**src/hdl/sed_pkg.sv**
```systemverilog
`default_nettype none
package sed_pkg;

	// sprite memory organization
	localparam int unsigned SPRITES_PER_BANK = 1024;

	// field widths
	localparam int CODE_W  = 13;
	localparam int PAL_W   = 7;
	localparam int SX_W    = 10;
	localparam int SY_W    = 9;
	localparam int POSX_W  = 9;
	localparam int POSY_W  = 8;
	localparam int LAYER_W = 3;
	localparam int XOFF_W  = 9;
	localparam int YOFF_W  = 8;
	localparam int ALU_W   = 13;
	localparam int CIDX_W  = 2;

	// configuration register indexes
	localparam logic [CIDX_W-1:0] CFG_X_OFFSET       = 2'd0;
	localparam logic [CIDX_W-1:0] CFG_Y_OFFSET       = 2'd1;
	localparam logic [CIDX_W-1:0] CFG_SCREEN_FLIPPED = 2'd2;

	// tile mask and fixed position biases
	localparam logic [ALU_W-1:0] TILE_MASK   = ALU_W'(SPRITES_PER_BANK - 1);
	localparam logic [ALU_W-1:0] Y_BASE      = ALU_W'(240);
	localparam logic [ALU_W-1:0] FLIPX_BASE  = ALU_W'(496);
	localparam logic [ALU_W-1:0] FLIPX_WIDE  = ALU_W'(496 - 16);
	localparam logic [ALU_W-1:0] FLIPY_BASE  = ALU_W'(240);
	localparam logic [ALU_W-1:0] FLIPY_TALL  = ALU_W'(240 - 16);
	localparam logic [SX_W-1:0]  PX_BIAS     = SX_W'(1024 - 67);
	localparam logic [SY_W-1:0]  PY_BIAS     = SY_W'(1);

	typedef struct packed {
		logic [7:0]         y_pos;
		logic [7:0]         attr_b;
		logic [7:0]         x_low;
		logic [7:0]         color_byte;
		logic [7:0]         tile_number;
		logic [7:0]         attr_a;
		logic [LAYER_W-1:0] draw_layer;
	} entry_t;

	typedef struct packed {
		logic [XOFF_W-1:0] x_offset;
		logic [YOFF_W-1:0] y_offset;
		logic              screen_flipped;
	} cfg_t;

	// one piece request from the sequencer to the output stage
	typedef struct packed {
		logic [CODE_W-1:0] code;
		logic [PAL_W-1:0]  palette;
		logic              mirror_x;
		logic              mirror_y;
		logic [POSX_W-1:0] pos_x;
		logic [POSY_W-1:0] pos_y;
		logic              row;
		logic              col;
		logic              tall;
		logic              wide;
	} piece_t;

	// first tile of a bank
	function automatic logic [ALU_W-1:0] bank_base(input logic [2:0] bank);
		logic [31:0] prod;
		prod = 32'(bank) * 32'(SPRITES_PER_BANK);
		return prod[ALU_W-1:0];
	endfunction

endpackage
`default_nettype wire

```
**src/hdl/sed_alu.sv**
```systemverilog
`default_nettype none
module sed_alu import sed_pkg::*; (
	input  wire logic [ALU_W-1:0] a,
	input  wire logic [ALU_W-1:0] b,
	input  wire logic             sub,
	output logic      [ALU_W-1:0] y
);

	// a + b, or a - b in two's complement
	assign y = a + (sub ? ~b : b) + ALU_W'(sub);

endmodule
`default_nettype wire

```
**src/hdl/sed_ctrl.sv**
```systemverilog
`default_nettype none
module sed_ctrl import sed_pkg::*; (
	input  wire logic   clk,
	input  wire logic   arst_n,
	input  wire logic   in_valid,
	output logic        in_ready,
	input  wire entry_t in_entry,
	input  wire cfg_t   cfg,
	output logic        piece_valid,
	input  wire logic   piece_ready,
	output piece_t      piece
);

	typedef enum logic [9:0] {
		ST_IDLE = 10'b00_0000_0001,
		ST_CODE = 10'b00_0000_0010,
		ST_HALF = 10'b00_0000_0100,
		ST_SX   = 10'b00_0000_1000,
		ST_SY0  = 10'b00_0001_0000,
		ST_SY1  = 10'b00_0010_0000,
		ST_SY2  = 10'b00_0100_0000,
		ST_FLX  = 10'b00_1000_0000,
		ST_FLY  = 10'b01_0000_0000,
		ST_EMIT = 10'b10_0000_0000
	} state_t;

	state_t state_q, state_d;

	logic [7:0]        tnum_q;
	logic [2:0]        bank_q;
	logic              right_q, lower_q, wide_q, tall_q, fx_q, fy_q;
	logic [7:0]        color_q;
	logic [7:0]        xl_q;
	logic [7:0]        yp_q;
	logic [CODE_W-1:0] code_q;
	logic [POSX_W-1:0] sx_q;
	logic [POSY_W-1:0] sy_q;
	logic              row_q, col_q;

	logic [ALU_W-1:0] alu_a, alu_b, alu_y;
	logic             alu_sub;
	logic             accept, layer_hit, last_piece;

	sed_alu u_alu (
		.a   (alu_a),
		.b   (alu_b),
		.sub (alu_sub),
		.y   (alu_y)
	);

	assign in_ready   = (state_q == ST_IDLE);
	assign accept     = in_valid && in_ready;
	assign layer_hit  = (in_entry.attr_b[7:5] == in_entry.draw_layer);
	assign last_piece = (row_q == tall_q) && (col_q == wide_q);

	// operand selection for the shared adder
	always_comb begin
		alu_a   = '0;
		alu_b   = '0;
		alu_sub = 1'b0;
		case (state_q)
			ST_CODE: begin
				alu_a = ALU_W'({tnum_q, 2'b00}) & TILE_MASK;
				alu_b = bank_base(bank_q);
			end
			ST_HALF: begin
				alu_a = code_q;
				alu_b = ALU_W'({lower_q && !tall_q, right_q && !wide_q});
			end
			ST_SX: begin
				alu_a = ALU_W'({color_q[0], xl_q});
				alu_b = {{(ALU_W - XOFF_W){cfg.x_offset[XOFF_W-1]}}, cfg.x_offset};
			end
			ST_SY0: begin
				alu_a   = Y_BASE;
				alu_b   = ALU_W'(yp_q);
				alu_sub = 1'b1;
			end
			ST_SY1: begin
				alu_a   = ALU_W'(sy_q);
				alu_b   = ALU_W'(cfg.y_offset);
				alu_sub = 1'b1;
			end
			ST_SY2: begin
				alu_a   = ALU_W'(sy_q);
				alu_b   = ALU_W'({tall_q, 4'b0000});
				alu_sub = 1'b1;
			end
			ST_FLX: begin
				alu_a   = wide_q ? FLIPX_WIDE : FLIPX_BASE;
				alu_b   = ALU_W'(sx_q);
				alu_sub = 1'b1;
			end
			ST_FLY: begin
				alu_a   = tall_q ? FLIPY_TALL : FLIPY_BASE;
				alu_b   = ALU_W'(sy_q);
				alu_sub = 1'b1;
			end
			default: begin
				alu_a   = '0;
				alu_b   = '0;
				alu_sub = 1'b0;
			end
		endcase
	end

	always_comb begin
		state_d = state_q;
		case (state_q)
			ST_IDLE: if (accept && layer_hit) state_d = ST_CODE;
			ST_CODE: state_d = ST_HALF;
			ST_HALF: state_d = ST_SX;
			ST_SX:   state_d = ST_SY0;
			ST_SY0:  state_d = ST_SY1;
			ST_SY1:  state_d = ST_SY2;
			ST_SY2:  state_d = ST_FLX;
			ST_FLX:  state_d = ST_FLY;
			ST_FLY:  state_d = ST_EMIT;
			ST_EMIT: if (piece_ready && last_piece) state_d = ST_IDLE;
			default: state_d = ST_IDLE;
		endcase
	end

	always_ff @(posedge clk or negedge arst_n) begin
		if (!arst_n) begin
			state_q <= ST_IDLE;
		end else begin
			state_q <= state_d;
		end
	end

	// working registers
	always_ff @(posedge clk) begin
		if (accept) begin
			tnum_q  <= in_entry.tile_number;
			bank_q  <= in_entry.attr_a[2:0];
			right_q <= in_entry.attr_a[4];
			wide_q  <= in_entry.attr_a[7];
			fx_q    <= in_entry.attr_a[5];
			lower_q <= in_entry.attr_b[4];
			tall_q  <= in_entry.attr_b[2];
			fy_q    <= in_entry.attr_b[0];
			color_q <= in_entry.color_byte;
			xl_q    <= in_entry.x_low;
			yp_q    <= in_entry.y_pos;
			row_q   <= 1'b0;
			col_q   <= 1'b0;
		end
		case (state_q)
			ST_CODE, ST_HALF: code_q <= alu_y[CODE_W-1:0];
			ST_SX:            sx_q   <= alu_y[POSX_W-1:0];
			ST_SY0, ST_SY1, ST_SY2: sy_q <= alu_y[POSY_W-1:0];
			ST_FLX: if (cfg.screen_flipped) sx_q <= alu_y[POSX_W-1:0];
			ST_FLY: if (cfg.screen_flipped) sy_q <= alu_y[POSY_W-1:0];
			ST_EMIT: if (piece_ready) begin
				if (col_q != wide_q) begin
					col_q <= 1'b1;
				end else begin
					col_q <= 1'b0;
					row_q <= 1'b1;
				end
			end
			default: ;
		endcase
	end

	assign piece_valid     = (state_q == ST_EMIT);
	assign piece.code      = code_q;
	assign piece.palette   = color_q[7:1];
	assign piece.mirror_x  = fx_q ^ cfg.screen_flipped;
	assign piece.mirror_y  = fy_q ^ cfg.screen_flipped;
	assign piece.pos_x     = sx_q;
	assign piece.pos_y     = sy_q;
	assign piece.row       = row_q;
	assign piece.col       = col_q;
	assign piece.tall      = tall_q;
	assign piece.wide      = wide_q;

endmodule
`default_nettype wire

```
**src/hdl/sed_out.sv**
```systemverilog
`default_nettype none
module sed_out import sed_pkg::*; (
	input  wire logic          clk,
	input  wire logic          arst_n,
	input  wire logic          piece_valid,
	output logic               piece_ready,
	input  wire piece_t        piece,
	output logic               out_valid,
	input  wire logic          out_ready,
	output logic [CODE_W-1:0]  out_code,
	output logic [PAL_W-1:0]   out_palette,
	output logic               out_mirror_x,
	output logic               out_mirror_y,
	output logic [SX_W-1:0]    out_sx,
	output logic [SY_W-1:0]    out_sy,
	output logic               out_last
);

	logic              valid_q;
	logic              pr, pc, load;
	logic [POSX_W-1:0] px_wrap;
	logic [POSY_W-1:0] py_wrap;

	assign piece_ready = !valid_q || out_ready;
	assign load        = piece_valid && piece_ready;

	// flips reverse the piece order on a doubled axis
	assign pr      = piece.row ^ (piece.tall & piece.mirror_y);
	assign pc      = piece.col ^ (piece.wide & piece.mirror_x);
	assign px_wrap = piece.pos_x + POSX_W'({piece.col, 4'b0000});
	assign py_wrap = piece.pos_y + POSY_W'({piece.row, 4'b0000});

	always_ff @(posedge clk or negedge arst_n) begin
		if (!arst_n) begin
			valid_q <= 1'b0;
		end else if (piece_ready) begin
			valid_q <= piece_valid;
		end
	end

	always_ff @(posedge clk) begin
		if (load) begin
			out_code     <= piece.code + CODE_W'({pr, pc});
			out_palette  <= piece.palette;
			out_mirror_x <= piece.mirror_x;
			out_mirror_y <= piece.mirror_y;
			out_sx       <= SX_W'(px_wrap) + PX_BIAS;
			out_sy       <= SY_W'(py_wrap) + PY_BIAS;
			out_last     <= (piece.row == piece.tall) && (piece.col == piece.wide);
		end
	end

	assign out_valid = valid_q;

endmodule
`default_nettype wire

```
**src/hdl/sprite_entry_decoder.sv**
```systemverilog
// sprite entry decoder
// s_axis carries one six-byte sprite list entry plus the layer being drawn.
// entries whose priority differs from draw_layer are taken while idle and
// give nothing. a matching entry gives one, two or four 16x16 pieces on
// m_axis, row by row, left to right, with tlast on the last piece.
// cfg writes x_offset (index 0), y_offset (1) and screen_flipped (2); other
// indexes are ignored. cfg is always ready; the user must write it only
// while idle, which the block itself does not enforce. after an entry is
// accepted the shared 13-bit adder runs eight setup steps (tile code, half
// select, x, three y terms, two flip terms), then one piece leaves per
// cycle while the output register takes it; the next entry is taken after
// the last piece has left. pieces reach m_axis through the output register.
// one output register sits on m_axis; while the receiver stalls the
// sequencer holds its current piece, and s_axis_tready stays low until
// every piece of the entry has gone into the output register.
// reset clears all three registers to zero and empties the output word.
`default_nettype none
module sprite_entry_decoder import sed_pkg::*; (
	input  wire logic                clk,
	input  wire logic                arst_n,
	// draw_layer, attr_a, tile_number, color_byte, x_low, attr_b, y_pos
	input  wire logic [55:0]         s_axis_tdata,
	input  wire logic                s_axis_tvalid,
	output logic                     s_axis_tready,
	// tile_code, palette_index, mirror_x, mirror_y, screen_x, screen_y
	output logic [47:0]              m_axis_tdata,
	output logic                     m_axis_tvalid,
	input  wire logic                m_axis_tready,
	output logic                     m_axis_tlast,
	input  wire logic                cfg_valid,
	output logic                     cfg_ready,
	input  wire logic [CIDX_W-1:0]   cfg_index,
	input  wire logic [XOFF_W-1:0]   cfg_data
);

	cfg_t   cfg_q;
	entry_t entry;
	piece_t piece;
	logic   piece_valid, piece_ready;

	logic [CODE_W-1:0] tile_code;
	logic [PAL_W-1:0]  palette_index;
	logic              mirror_x, mirror_y;
	logic [SX_W-1:0]   screen_x;
	logic [SY_W-1:0]   screen_y;

	// configuration registers
	assign cfg_ready = 1'b1;

	always_ff @(posedge clk or negedge arst_n) begin
		if (!arst_n) begin
			cfg_q <= '0;
		end else if (cfg_valid && cfg_ready) begin
			case (cfg_index)
				CFG_X_OFFSET:       cfg_q.x_offset       <= cfg_data;
				CFG_Y_OFFSET:       cfg_q.y_offset       <= cfg_data[YOFF_W-1:0];
				CFG_SCREEN_FLIPPED: cfg_q.screen_flipped <= cfg_data[0];
				default: ;
			endcase
		end
	end

	// input word unpacking, first field lowest
	assign entry.draw_layer  = s_axis_tdata[2:0];
	assign entry.attr_a      = s_axis_tdata[10:3];
	assign entry.tile_number = s_axis_tdata[18:11];
	assign entry.color_byte  = s_axis_tdata[26:19];
	assign entry.x_low       = s_axis_tdata[34:27];
	assign entry.attr_b      = s_axis_tdata[42:35];
	assign entry.y_pos       = s_axis_tdata[50:43];

	// sequencer around the shared adder
	sed_ctrl u_ctrl (
		.clk         (clk),
		.arst_n      (arst_n),
		.in_valid    (s_axis_tvalid),
		.in_ready    (s_axis_tready),
		.in_entry    (entry),
		.cfg         (cfg_q),
		.piece_valid (piece_valid),
		.piece_ready (piece_ready),
		.piece       (piece)
	);

	// piece formatting and output register
	sed_out u_out (
		.clk          (clk),
		.arst_n       (arst_n),
		.piece_valid  (piece_valid),
		.piece_ready  (piece_ready),
		.piece        (piece),
		.out_valid    (m_axis_tvalid),
		.out_ready    (m_axis_tready),
		.out_code     (tile_code),
		.out_palette  (palette_index),
		.out_mirror_x (mirror_x),
		.out_mirror_y (mirror_y),
		.out_sx       (screen_x),
		.out_sy       (screen_y),
		.out_last     (m_axis_tlast)
	);

	// output word packing, first field lowest, zero filled to 48 bits
	assign m_axis_tdata = {7'b0, screen_y, screen_x, mirror_y, mirror_x,
		palette_index, tile_code};

endmodule
`default_nettype wire

```
**config.mk**
```make
export PLATFORM = sky130hd
export DESIGN_NAME = sprite_entry_decoder
export DESIGN_NICKNAME = d
export VERILOG_FILES = /design/src/hdl/sed_pkg.sv /design/src/hdl/sed_alu.sv /design/src/hdl/sed_ctrl.sv /design/src/hdl/sed_out.sv /design/src/hdl/sprite_entry_decoder.sv
export SDC_FILE = /design/constraint.sdc
export NUM_CORES = 1
export LEC_CHECK = 0
export BUFFER_PORTS_ARGS = -buffer_cell sky130_fd_sc_hd__buf_2
export CAP_MARGIN = 20
export CORE_ASPECT_RATIO = 1.75
export CORE_MARGIN = 2
export CORE_UTILIZATION = 55
export DETAILED_ROUTE_END_ITERATION = 12
export PLACE_DENSITY = 0.79
export SLEW_MARGIN = 20
export SYNTH_ARGS = -nofsm -noshare
export SYNTH_HDL_FRONTEND = slang
export SYNTH_SLANG_ARGS = --single-unit
```
**constraint.sdc**
```tcl
create_clock -name clk -period 4.25 [get_ports clk]
set_input_delay 0.425 -clock clk [delete_from_list [all_inputs] [get_ports clk]]
set_output_delay 0.425 -clock clk [all_outputs]
set_load 0.02 [all_outputs]
```
* Yosys cells after proc, flatten, opt, wreduce, memory -nomap -nowiden *
Cells that the tools add are included.

word-level totals
  memories kept = 0
  bits in latches = 0
  ROM bits = 0
  output and inout bits = 52
  memory bits (writable) = 0
  register bits = 144

operators by class
  $add $sub $neg = 7
  div/mod/pow operators = 0
  $mul = 0
  multiplexer cells = 21
  bitwise operators = 7
  shift operators = 0
  reduce and logical (&&, ||, !) cells = 24
  equal/unequal tests = 20
  magnitude comparators = 0

operators with widths
  cell                   number
  $pmux 13 s8            1
  $pmux 10 s10           1
  $pmux 13 s7            1
  $mux 10                2
  $pmux 9 s2             1
  $pmux 8 s2             1
  $add 13x1->13          1
  $add 13x13->13         1
  $add 13x2->13          1
  $mux 13                1
  $not 13->13            1
  $reduce_and 2->1       6
  $add 9x10->10 const B  1
  $eq 10x1->1 const B    1
  $eq 10x10->1 const B   1
  $eq 10x2->1 const B    1
  $eq 10x3->1 const B    1
  $eq 10x4->1 const B    1
  $eq 10x5->1 const B    1
  $eq 10x6->1 const B    1
  $eq 10x7->1 const B    1
  $eq 10x8->1 const B    1
  $eq 10x9->1 const B    1
  $mux 5                 2
  22 further kinds       48

* Longest topological paths before layout *
Gate-level depths: netlist of run 1.

  depth after elaboration = 9
  gate-level depth with buffers = 16

* By module *
A second synthesis of run 1 with hierarchy kept.

unflattened totals
  cell total of the unflattened synthesis = 557
  area total of the unflattened synthesis = 7,193.1 um^2

by module, submodules not included
  module                area an instance (um^2)  cells an instance  times used
  sed_ctrl              3,601.0                  258                1
  sed_out               2,120.8                  155                1
  sprite_entry_decoder  778.2                    52                 1
  sed_alu               693.2                    92                 1

* Least setup slack after synthesis of run 1 *
No wires, ideal clock.

  path type = register to register
  start = register u_ctrl.state_q[6]
  end = register u_ctrl.code_q[12] (data pin)
  slack = 338 ps
  buffers on the path = 2
  arrival = 3,644 ps
  required time = 3,983 ps
  setup time = 267 ps
  cell stages (with the launch flop) = 17
  cells stage by stage = dfrtp_1 -> or4_4 -> nor4bb_1 -> buf_2 -> clkbuf_1 -> a22oi_1 -> nand2_1 -> a21oi_1 -> fa_1 -> a21o_1 -> a21o_1 -> a21oi_1 -> o21ai_0 -> a21oi_1 -> o2111ai_1 -> a21oi_1 -> xor2_1

between the ends
  cells in the longest elaborated chain, start to end = 6

ends and longest elaborated chain
  item                                            line                           source
  start, declared                                 sed_ctrl.sv:27                 state_t state_q, state_d;
  start signal, assigned                          sed_ctrl.sv:128                state_q <= state_d;
  $eq 10x9->1 (tied with other cells)             sed_ctrl.sv:61                 case (state_q)
  $pmux 13 s8 or $reduce_or 5->1 (tied branches)  --
  $not 13->13 or $mux 1 (tied branches)           sed_alu.sv:10, sed_ctrl.sv:61
  $mux 13                                         sed_alu.sv:10                  assign y = a + (sub ? ~b : b) + ALU_W'(sub);
  $add 13x13->13                                  sed_alu.sv:10
  $add 13x1->13 (*)                               sed_alu.sv:10
  net u_ctrl.alu_y[12]                            sed_ctrl.sv:40                 logic [ALU_W-1:0] alu_a, alu_b, alu_y;
  end signal, assigned                            sed_ctrl.sv:150                ST_CODE, ST_HALF: code_q <= alu_y[CODE_W-1:0];
  end, declared                                   sed_ctrl.sv:35                 logic [CODE_W-1:0] code_q;

Mark *: on every way through the listed nets, which the timed path passes. The rest lies on a longest branch.
A chain may end at the register's enable or synchronous reset.

* Final worst setup path of run 1 *
Ends and elaborated chain as after synthesis.

==> run_results.csv, run 1 <==
group,metric,value,unit
outcome,status,"completed",
layout,postLayoutCoreUtil,67.3,%
critical_path,cp-start-kind,"flop",
route,wirelength,13.6,mm
global_routing,globalRouteOverflowTotal,0,
timing,rsz0062_at_grt,"no",
floorplan,dieArea,0.0131,mm^2
synthesis,synthArstFlopShare,20.1,%
run,drv_cap,0,
route,drt_iter0_drc,235,
power,power,3720,uW
floorplan,placementRows,53,
synthesis,ys_seq_area_share,62.3,%
clocking,cts_tree,"done",
critical_path,crit_slowest_cell,"or4_4",
route,viasPerCell,5.89,
power,p_leak,0.00328,uW
critical_path,worstPathArrival,4.20,ns
critical_path,worstPathRequired,4.41,ns
critical_path,path_cells,"or4_4 -> or4_1 -> nor3b_2 -> buf_4 -> buf_4 -> nand2_1 -> nand3_1 -> ha_1 -> a21oi_1 -> o21ai_0 -> a21oi_2 -> o2111ai_1 -> a21oi_1 -> xor2_1",
layout,fill_cells,877,
clocking,cts_num_sinks,144,
floorplan,die_h,150,um
placement,port_buffers,106,
floorplan,num_io_pins,124,
route,vias,4552,
placement,gp_congestion,0.907,
timing,fmax,248,MHz
layout,final_area,0.00803,mm^2
clocking,post_cts_buffers,0,
timing,slew-limit-headroom,38.1,%
synthesis,synth_cells,497,
synthesis,synth_flop_cell,"edfxtp_1",
power,power_density,463,mW/mm^2
synthesis,synth.distinct_cells,62,
placement,place_area,0.00743,mm^2
clocking,htree_levels,4,
clocking,cts_made_buffers,17,
layout,nets,716,
global_routing,grt_pass1_wl,21.9,mm
route,dr.pass1.iters,5,
clocking,path_clk_slew,0.07,ns
global_routing,grt_pass1_vias,4527,
timing,finalCritPeriodShare,95.0,%
synthesis,ys_ff_latch,144,
clocking,clockBufferDepth,2,
global_routing,antenna_found_initial,0,
floorplan,die_x,87.3,um
global_routing,grt_max_degree,42,
min_path,hold_class,"in2async",
synthesis,synth-edff-count,113,
layout,synthToLayoutAreaGrowth,20.3,%
critical_path,crit_type,"reg2reg",
clocking,cts_root_buf,"clkbuf_16",
synthesis,syn_area,0.00668,mm^2
synthesis,yosys_warnings,0,
clocking,insertion_delay,0.42,ns
route,drc_errors,0,
critical_path,endpoint_kind,"flop",
timing,finalSetupTns,0,ns
critical_path,crit_buf_inv,2,
layout,final_layout_size_suffix_gt1_share,30.5,%
global_routing,grt_use_total,22.1,%
route,ant_nets,0,
timing,finalHoldViolations,0,
timing,layout_min_cycle_time,4.04,ns
placement,dp_hpwl,10.4,mm
critical_path,critPathMaxStageDelay,0.58,ns
route,wl_per_cell,17.6,um
floorplan,core-area,0.0119,mm^2
timing,final_max_slew_viol_count,0,
timing,clock_skew,0.0110,ns
timing,worstMarginPinSlew,0.926,ns
power,ir_worst_vdd,0.363,mV
layout,antenna_cells,0,
timing,setup_viol,0,
critical_path,crit_family,"simple AND/OR/NAND/NOR gates",
critical_path,path_max_fanout,11,
floorplan,initial_core_util,56.0,%
synthesis,avgSynthCellArea,13.4,um^2
-- routing by layer --
layer | wire [um] | vias to the layer above | track usage, %
met5 | 0 | - | 0
met3 | 683 | 34 | 4.36
met4 | 367 | 0 | 10.0
met2 | 7390 | 195 | 39.0
met1 | 5190 | 2191 | 25.4
li1 | - | 2132 | -
-- repair_timing --
item | 4_1_cts | 5_1_grt
resized for setup | 0 | 3
hold buffers | 0 | 0
setup endpoints to repair | 0 | 2
-- sequential cells by signal, summed over array words and instances (netlist names), 9 cells and up --
name / cells
cfg_q: 18
u_ctrl.code_q: 13
u_out.out_code: 13
u_ctrl.state_q: 10
u_out.out_sx: 10
u_ctrl.sx_q: 9
u_out.out_sy: 9
-- cells by family after synthesis --
logic type      count (synthesis)  synth area share (%)
compound gates                 99                  10.8
xor+xnor                       50                  6.56
fa+ha+maj                      21                  4.16
buf+inv                        35                  2.58
flops                         144                  62.3
mux                            18                  3.03
other cells                     2                 0.112
simple gates                  128                  10.5
-- path summary, 6_finish.rpt --
path                            depth (start not counted)                    to  slack [ns]               from
min in group clk                                        1         u_ctrl.wide_q        0.18   s_axis_tdata[10]
worst min register to register                          0  u_out.out_palette[3]        0.42  u_ctrl.color_q[4]
worst max-delay path                                   14     u_ctrl.code_q[12]        0.21  u_ctrl.state_q[6]
worst min-delay path                                    1              cfg_q[7]        0.05             arst_n
worst max register to register                         14     u_ctrl.code_q[12]        0.21  u_ctrl.state_q[6]
max in group asynchronous                               1              cfg_q[9]        3.76             arst_n
-- metrics by stage --
| stage | setup slack (ns) | cells | hold slack (ns) |
|---|---|---|---|
| after detailed placement | 0.142 | 741 | 0.405 |
| after global placement | 0.135 | 741 | 0.401 |
| final | 0.213 | 773 | 0.0471 |
| after floorplan | 0.338 | 503 | 0.129 |
| after CTS | 0.119 | 773 | 0.0603 |
| after global routing | 0.00445 | 773 | 0.0960 |
-- synthesized netlist by cell type (8+ instances only) --
library cell | n | area (um^2)
ha_1 | 19 | 238
nand2_1 | 39 | 146
edfxtp_1 | 113 | 3390
o21ai_0 | 9 | 45.0
xnor2_1 | 29 | 254
nand3_1 | 18 | 90.1
buf_4 | 10 | 75.1
a21o_1 | 8 | 60.1
xor2_1 | 21 | 184
inv_1 | 11 | 41.3
a22oi_1 | 9 | 67.6
mux2_2 | 18 | 203
clkbuf_1 | 11 | 41.3
a222oi_1 | 8 | 80.1
a21oi_1 | 21 | 105
dfrtp_1 | 28 | 701
nor2_1 | 16 | 60.1
a22o_1 | 9 | 78.8
-- cell usage in the layout (no fill, tap or decap), types with 11 or more instances in the layout --
cell,instances
nand2_1,39
nand3_1,18
dfrtp_1,28
mux2_2,18
buf_4,19
a21oi_1,19
xor2_1,21
edfxtp_1,113
clkbuf_16,17
inv_1,11
xnor2_1,29
nor2_1,16
ha_1,19
buf_2,106
-- where the power goes --
part	switching, uW	internal (uW)
Combinational	254	179
Clock	635	838
Sequential	91.8	1720
Total	980	2740
-- layout make-up --
cell class | count | area, um^2 | area share (%)
Clock buffer | 17 | 425 | 5.30
Clock inverter | 15 | 164 | 2.04
Inverter | 11 | 41.3 | 0.514
Multi-Input combinational cell | 324 | 2400 | 29.9
Sequential cell | 144 | 4160 | 51.8
Tap cell | 137 | 171 | 2.13
Timing Repair Buffer | 125 | 673 | 8.38
(Power assumes the default switching activity.)
==> run 2: changes to the inputs <==
Settings changed: CORE_MARGIN 2 to 10.
==> run 2 against run 1 <==
Maximum frequency fell by 0.36%. Critical path depth grew 2. Critical endpoint is now u_ctrl.code_q[11]. Register-to-register slack is essentially flat. Worst setup slack worse by 0.014 ns. Non-clock buffer count unchanged. Wire length rose by 6.7%.
==> run_results.csv, run 2 (synthesis results as in run 1) <==
group,metric,value,unit
layout,postLayoutCoreUtil,67.1,%
power,power_density,452,mW/mm^2
global_routing,grt_pass1_wl,23.1,mm
layout,multi_input_area,0.00241,mm^2
clocking,cts_root_buf,"clkbuf_16",
clocking,cts_tree,"done",
min_path,hold_class,"in2async",
timing,final_max_slew_viol_count,0,
floorplan,num_io_pins,124,
critical_path,endpoint_kind,"flop",
timing,finalHoldViolations,0,
clocking,cts_num_sinks,144,
critical_path,cp-start-kind,"flop",
clocking,insertion_delay,0.42,ns
layout,nets,716,
timing,finalCritPeriodShare,95.3,%
clocking,cts_made_buffers,17,
global_routing,grt_pass1_vias,4662,
critical_path,timing.rr.start,"u_ctrl.state_q[6]",
global_routing,grt_use_total,17.4,%
floorplan,initial_core_util,56.0,%
layout,largest_registers,"cfg_q x18, u_ctrl.code_q x13, u_out.out_code x13",
route,ant_nets,0,
critical_path,crit_type,"reg2reg",
clocking,path_clk_slew,0.06,ns
placement,gp_congestion,0.887,
route,drc_errors,0,
critical_path,rr_worst_depth,16,
floorplan,die_x,103,um
power,ir_worst_vdd,0.311,mV
critical_path,worstPathRequired,4.42,ns
critical_path,path_max_fanout,7,
timing,layout_min_cycle_time,4.05,ns
timing,slew-limit-headroom,55.4,%
floorplan,dieArea,0.0171,mm^2
floorplan,die_h,166,um
route,vias,4504,
layout,synthToLayoutAreaGrowth,19.9,%
critical_path,worstPathArrival,4.22,ns
layout,regArea,0.00416,mm^2
floorplan,placementRows,53,
power,p_leak,0.00326,uW
layout,antenna_cells,0,
critical_path,reg2reg_to,"u_ctrl.code_q[11]",
timing,setup_viol,0,
global_routing,globalRouteOverflowTotal,0,
timing,finalSetupTns,0,ns
layout,final_layout_size_suffix_gt1_share,30.8,%
layout,regMostFlops,"cfg_q",
clocking,ctsHoldBuffers,0,
clocking,htree_levels,4,
global_routing,grt_max_degree,35,
run,drv_cap,0,
layout,fill_cells,901,
critical_path,ff2ff_setup_slack,0.20,ns
global_routing,antenna_found_initial,0,
route,wl_per_cell,18.8,um
route,wirelength,14.5,mm
layout,mostFrequentLayoutCell,"edfxtp_1",
placement,port_buffers,106,
layout,final_cell_mix,"edfxtp_1, buf_2, nand2_1",
outcome,status,"completed",
route,drt_iter0_drc,354,
placement,dp_hpwl,11.3,mm
timing,worstMarginPinSlew,0.669,ns
route,dr.pass1.iters,7,
clocking,clockBufferDepth,2,
floorplan,core-area,0.0119,mm^2
route,viasPerCell,5.83,
timing,clock_skew,0.0120,ns
timing,fmax,247,MHz
timing,rsz0062_at_grt,"no",
layout,largest_reg_flops,18,
[run 2: what timing repair did]
item                                    4_1_cts  5_1_grt
resized for setup                             0        5
endpoints found under the setup margin        0        2
buffers inserted                              0        1
[run 2: layer usage]
layer	GRT usage [%]	share of wire, %	up-vias
li1	-	-	2133
met1	18.3	37	2200
met2	31.1	55	148
met5	0	0	-
met4	7.72	2.2	0
met3	4.25	6.5	23
[run 2: cell type report]
class                      instances  share of cell area [%]
tap                              137                    2.14
sequential                       144                    52.0
clock buffer                      17                    5.31
clock inverter                    15                    1.61
inverter                          11                   0.516
multi-input combinational        324                    30.1
timing repair buffer             125                    8.41
[run 2: how the worst max path moves through the flow]
stage,startpoint,to,slack [ns],cells after the start
finish,u_ctrl.state_q[6],u_ctrl.code_q[11],0.20,16
global route,u_ctrl.state_q[6],u_ctrl.code_q[12],0.007,15
detailed placement,u_ctrl.state_q[6],u_ctrl.code_q[12],0.06,15
CTS,u_ctrl.state_q[6],u_ctrl.code_q[12],0.04,15
global placement,u_ctrl.state_q[6],u_ctrl.code_q[12],0.12,15
floorplan,u_ctrl.state_q[6],u_ctrl.code_q[12],0.34,16
[run 2: where the power goes]
group	internal, uW	switching (uW)
Combinational	179	264
Clock	765	601
Sequential	1720	89.7
[run 2: through the flow]
step                      setup slack, ns  hold WS (ns)  instance area (um^2)  cells  total power, uW
final                               0.199        0.0391                  8010    773             3620
after global routing              0.00690        0.0976                  8010    773             3750
after CTS                          0.0434        0.0630                  7980    772             3630
after detailed placement           0.0554         0.405                  7420    740             2280
after global placement              0.116         0.400                  7420    740             2250
after floorplan                     0.338         0.129                  6700    503             2110
[run 2: worst max-delay path, cell delays in order, from the launching register on]
cell      delay [ns]
dfrtp_1         0.46
or4_4           0.59
or4_4           0.53
nor3b_2         0.30
buf_4           0.18
a222oi_1        0.07
nand2_1         0.09
ha_1            0.24
buf_4           0.16
a21oi_1         0.14
nor2b_1         0.06
o21ai_0         0.19
nand2b_1        0.11
a21oi_2         0.25
o21ai_1         0.14
a21oi_1         0.20
xnor2_1         0.09
==> run 3: changes to the inputs <==
Settings changed: PLACE_DENSITY 0.79 to 0.78.
==> run 3 against run 2 <==
Clock power is 4% higher. Worst setup slack better by 0.034 ns. Critical path depth is 1 lower. Core utilization is 0.19 points higher. Register-to-register slack better by 0.03 ns. Largest cell class unchanged. Highest routed layer unchanged. Cell count stayed put. Sequential power hardly changed. Global-route usage is 0.47 points higher. Critical endpoint is now u_ctrl.code_q[12].
==> run_results.csv, run 3 (synthesis results as in run 1) <==
group,metric,value,unit
floorplan,die_x,103,um
layout,final_layout_size_suffix_gt1_share,30.7,%
global_routing,grt_use_total,17.9,%
floorplan,initial_core_util,56.0,%
timing,layout_min_cycle_time,4.02,ns
layout,largest_reg_flops,18,
clocking,htree_levels,4,
layout,final_cell_mix,"edfxtp_1, buf_2, nand2_1",
placement,dp_hpwl,11.4,mm
route,wl_per_cell,19.0,um
outcome,status,"completed",
power,p_leak,0.00326,uW
layout,mostFrequentLayoutCell,"edfxtp_1",
floorplan,die_h,166,um
route,dr.pass1.iters,5,
route,vias,4496,
route,ant_nets,0,
placement,pre_cts_slack,0.114,ns
clocking,cts_root_buf,"clkbuf_16",
route,drt_iter0_drc,356,
layout,antenna_cells,0,
global_routing,globalRouteOverflowTotal,0,
layout,synthToLayoutAreaGrowth,20.2,%
layout,fin_cells,773,
clocking,path_clk_slew,0.07,ns
power,clkPwrFrac,38.9,%
critical_path,path_cells,"or4_4 -> nor4bb_2 -> buf_4 -> and2_1 -> o21ai_2 -> a21boi_1 -> fa_1 -> a21o_1 -> a21o_1 -> a21oi_1 -> o21ai_0 -> a21oi_2 -> o2111ai_1 -> a21oi_1 -> xor2_1",
timing,finalCritPeriodShare,94.5,%
power,pwr-share-comb,11.7,%
route,drc_errors,0,
critical_path,critPathMaxStageDelay,0.59,ns
power,power.internal,2720,uW
layout,regMostFlops,"cfg_q",
min_path,hold_class,"in2async",
placement,dp_cells,739,
route,wirelength,14.7,mm
timing,fmax,249,MHz
placement,port_buffers,106,
layout,nets,716,
critical_path,path_max_fanout,10,
critical_path,cp-start-kind,"flop",
critical_path,ff2ff_setup_slack,0.23,ns
global_routing,grt_pass1_wl,23.6,mm
clocking,clockBufferDepth,2,
clocking,cts_made_buffers,17,
critical_path,crit_slowest_cell,"or4_4",
floorplan,dieArea,0.0171,mm^2
power,switchingPower,955,uW
power,ir_worst_vdd,0.352,mV
critical_path,crit_type,"reg2reg",
global_routing,antenna_found_initial,0,
placement,gp_congestion,0.909,
layout,largest_registers,"cfg_q x18, u_ctrl.code_q x13, u_out.out_code x13",
timing,finalHoldViolations,0,
clocking,cts_num_sinks,144,
power,power_density,458,mW/mm^2
power,switching_share,26.0,%
floorplan,placementRows,53,
floorplan,core-area,0.0119,mm^2
timing,setup_viol,0,
timing,fin_ws,0.233,ns
power,power,3680,uW
clocking,ctsHoldBuffers,0,
critical_path,endpoint_kind,"flop",
route,viasPerCell,5.82,
global_routing,grt_pass1_vias,4711,
critical_path,worstPathRequired,4.42,ns
timing,clock_skew,0.0107,ns
clocking,cts_tree,"done",
critical_path,startpoint,"u_ctrl.state_q[6]",
run,drv_cap,0,
critical_path,rr_worst_depth,15,
timing,worstMarginPinSlew,0.728,ns
critical_path,timing.rr.start,"u_ctrl.state_q[6]",
critical_path,reg2reg_to,"u_ctrl.code_q[12]",
timing,final_max_slew_viol_count,0,
timing,slew-limit-headroom,51.3,%
critical_path,worstPathArrival,4.18,ns
floorplan,num_io_pins,124,
layout,postLayoutCoreUtil,67.3,%
clocking,insertion_delay,0.42,ns
power,p_seq_share,49.4,%
global_routing,grt_max_degree,41,
-- run 3: timing repair --
action | 4_1_cts | 5_1_grt
gates resized for setup | 0 | 5
endpoints found under the hold margin | 0 | 0
buffers inserted | 0 | 2
endpoints found under the setup margin | 0 | 2
-- run 3: worst max path at each step --
stage | slack [ns] | endpoint
final | 0.23 | u_ctrl.code_q[12]
after global placement | 0.15 | u_ctrl.code_q[12]
after CTS | 0.10 | u_ctrl.code_q[12]
after global routing | -0.01 | u_ctrl.code_q[12]
after detailed placement | 0.11 | u_ctrl.code_q[12]
after floorplan | 0.34 | u_ctrl.code_q[12]
-- run 3: critical path, delay by kind of cell (launching register included) --
kind / cells / cell delay (ns)
AOI/OAI and AO/OA: 9 / 1.54
and+or+nand+nor: 3 / 1.04
DFF: 1 / 0.45
adders and majority gates: 1 / 0.44
buffers and inverters: 1 / 0.22
xor gates and xnor gates: 1 / 0.08
-- run 3: routing by layer --
metal  track usage, %  vias up  share of wire (%)
met2             31.1      155                 54
met1             19.5     2181                 37
li1                 -     2133                  -
met4             7.72        0                2.6
met5                0        -                  0
met3             4.71       27                6.2
-- run 3: cell type report --
type                    instances  area (um^2)
flip-flops and latches        144         4160
multi-input cells             324         2410
fillers                       888         3910
clock buffers                  17          425
inverters                      11         41.3
well taps                     137          171
repair buffers                125          673
clock inverters                15          151
-- run 3: per-stage QoR --
stage	cell area [um^2]	setup TNS, ns	hold WS, ns
floorplan	6700	0	0.129
global placement	7410	0	0.401
detailed placement	7410	0	0.405
CTS	7990	0	0.0632
global route	8030	-0.0148	0.0835
finish	8030	0	0.0446
-- run 3: power by group through the flow --
stage / logic, uW / clock network [uW] / registers, uW
after floorplan: 301 / 0 / 1810
after global placement: 410 / 0 / 1840
after detailed placement: 424 / 0 / 1840
after CTS: 426 / 1450 / 1810
after global routing: 482 / 1520 / 1830
final: 430 / 1430 / 1820
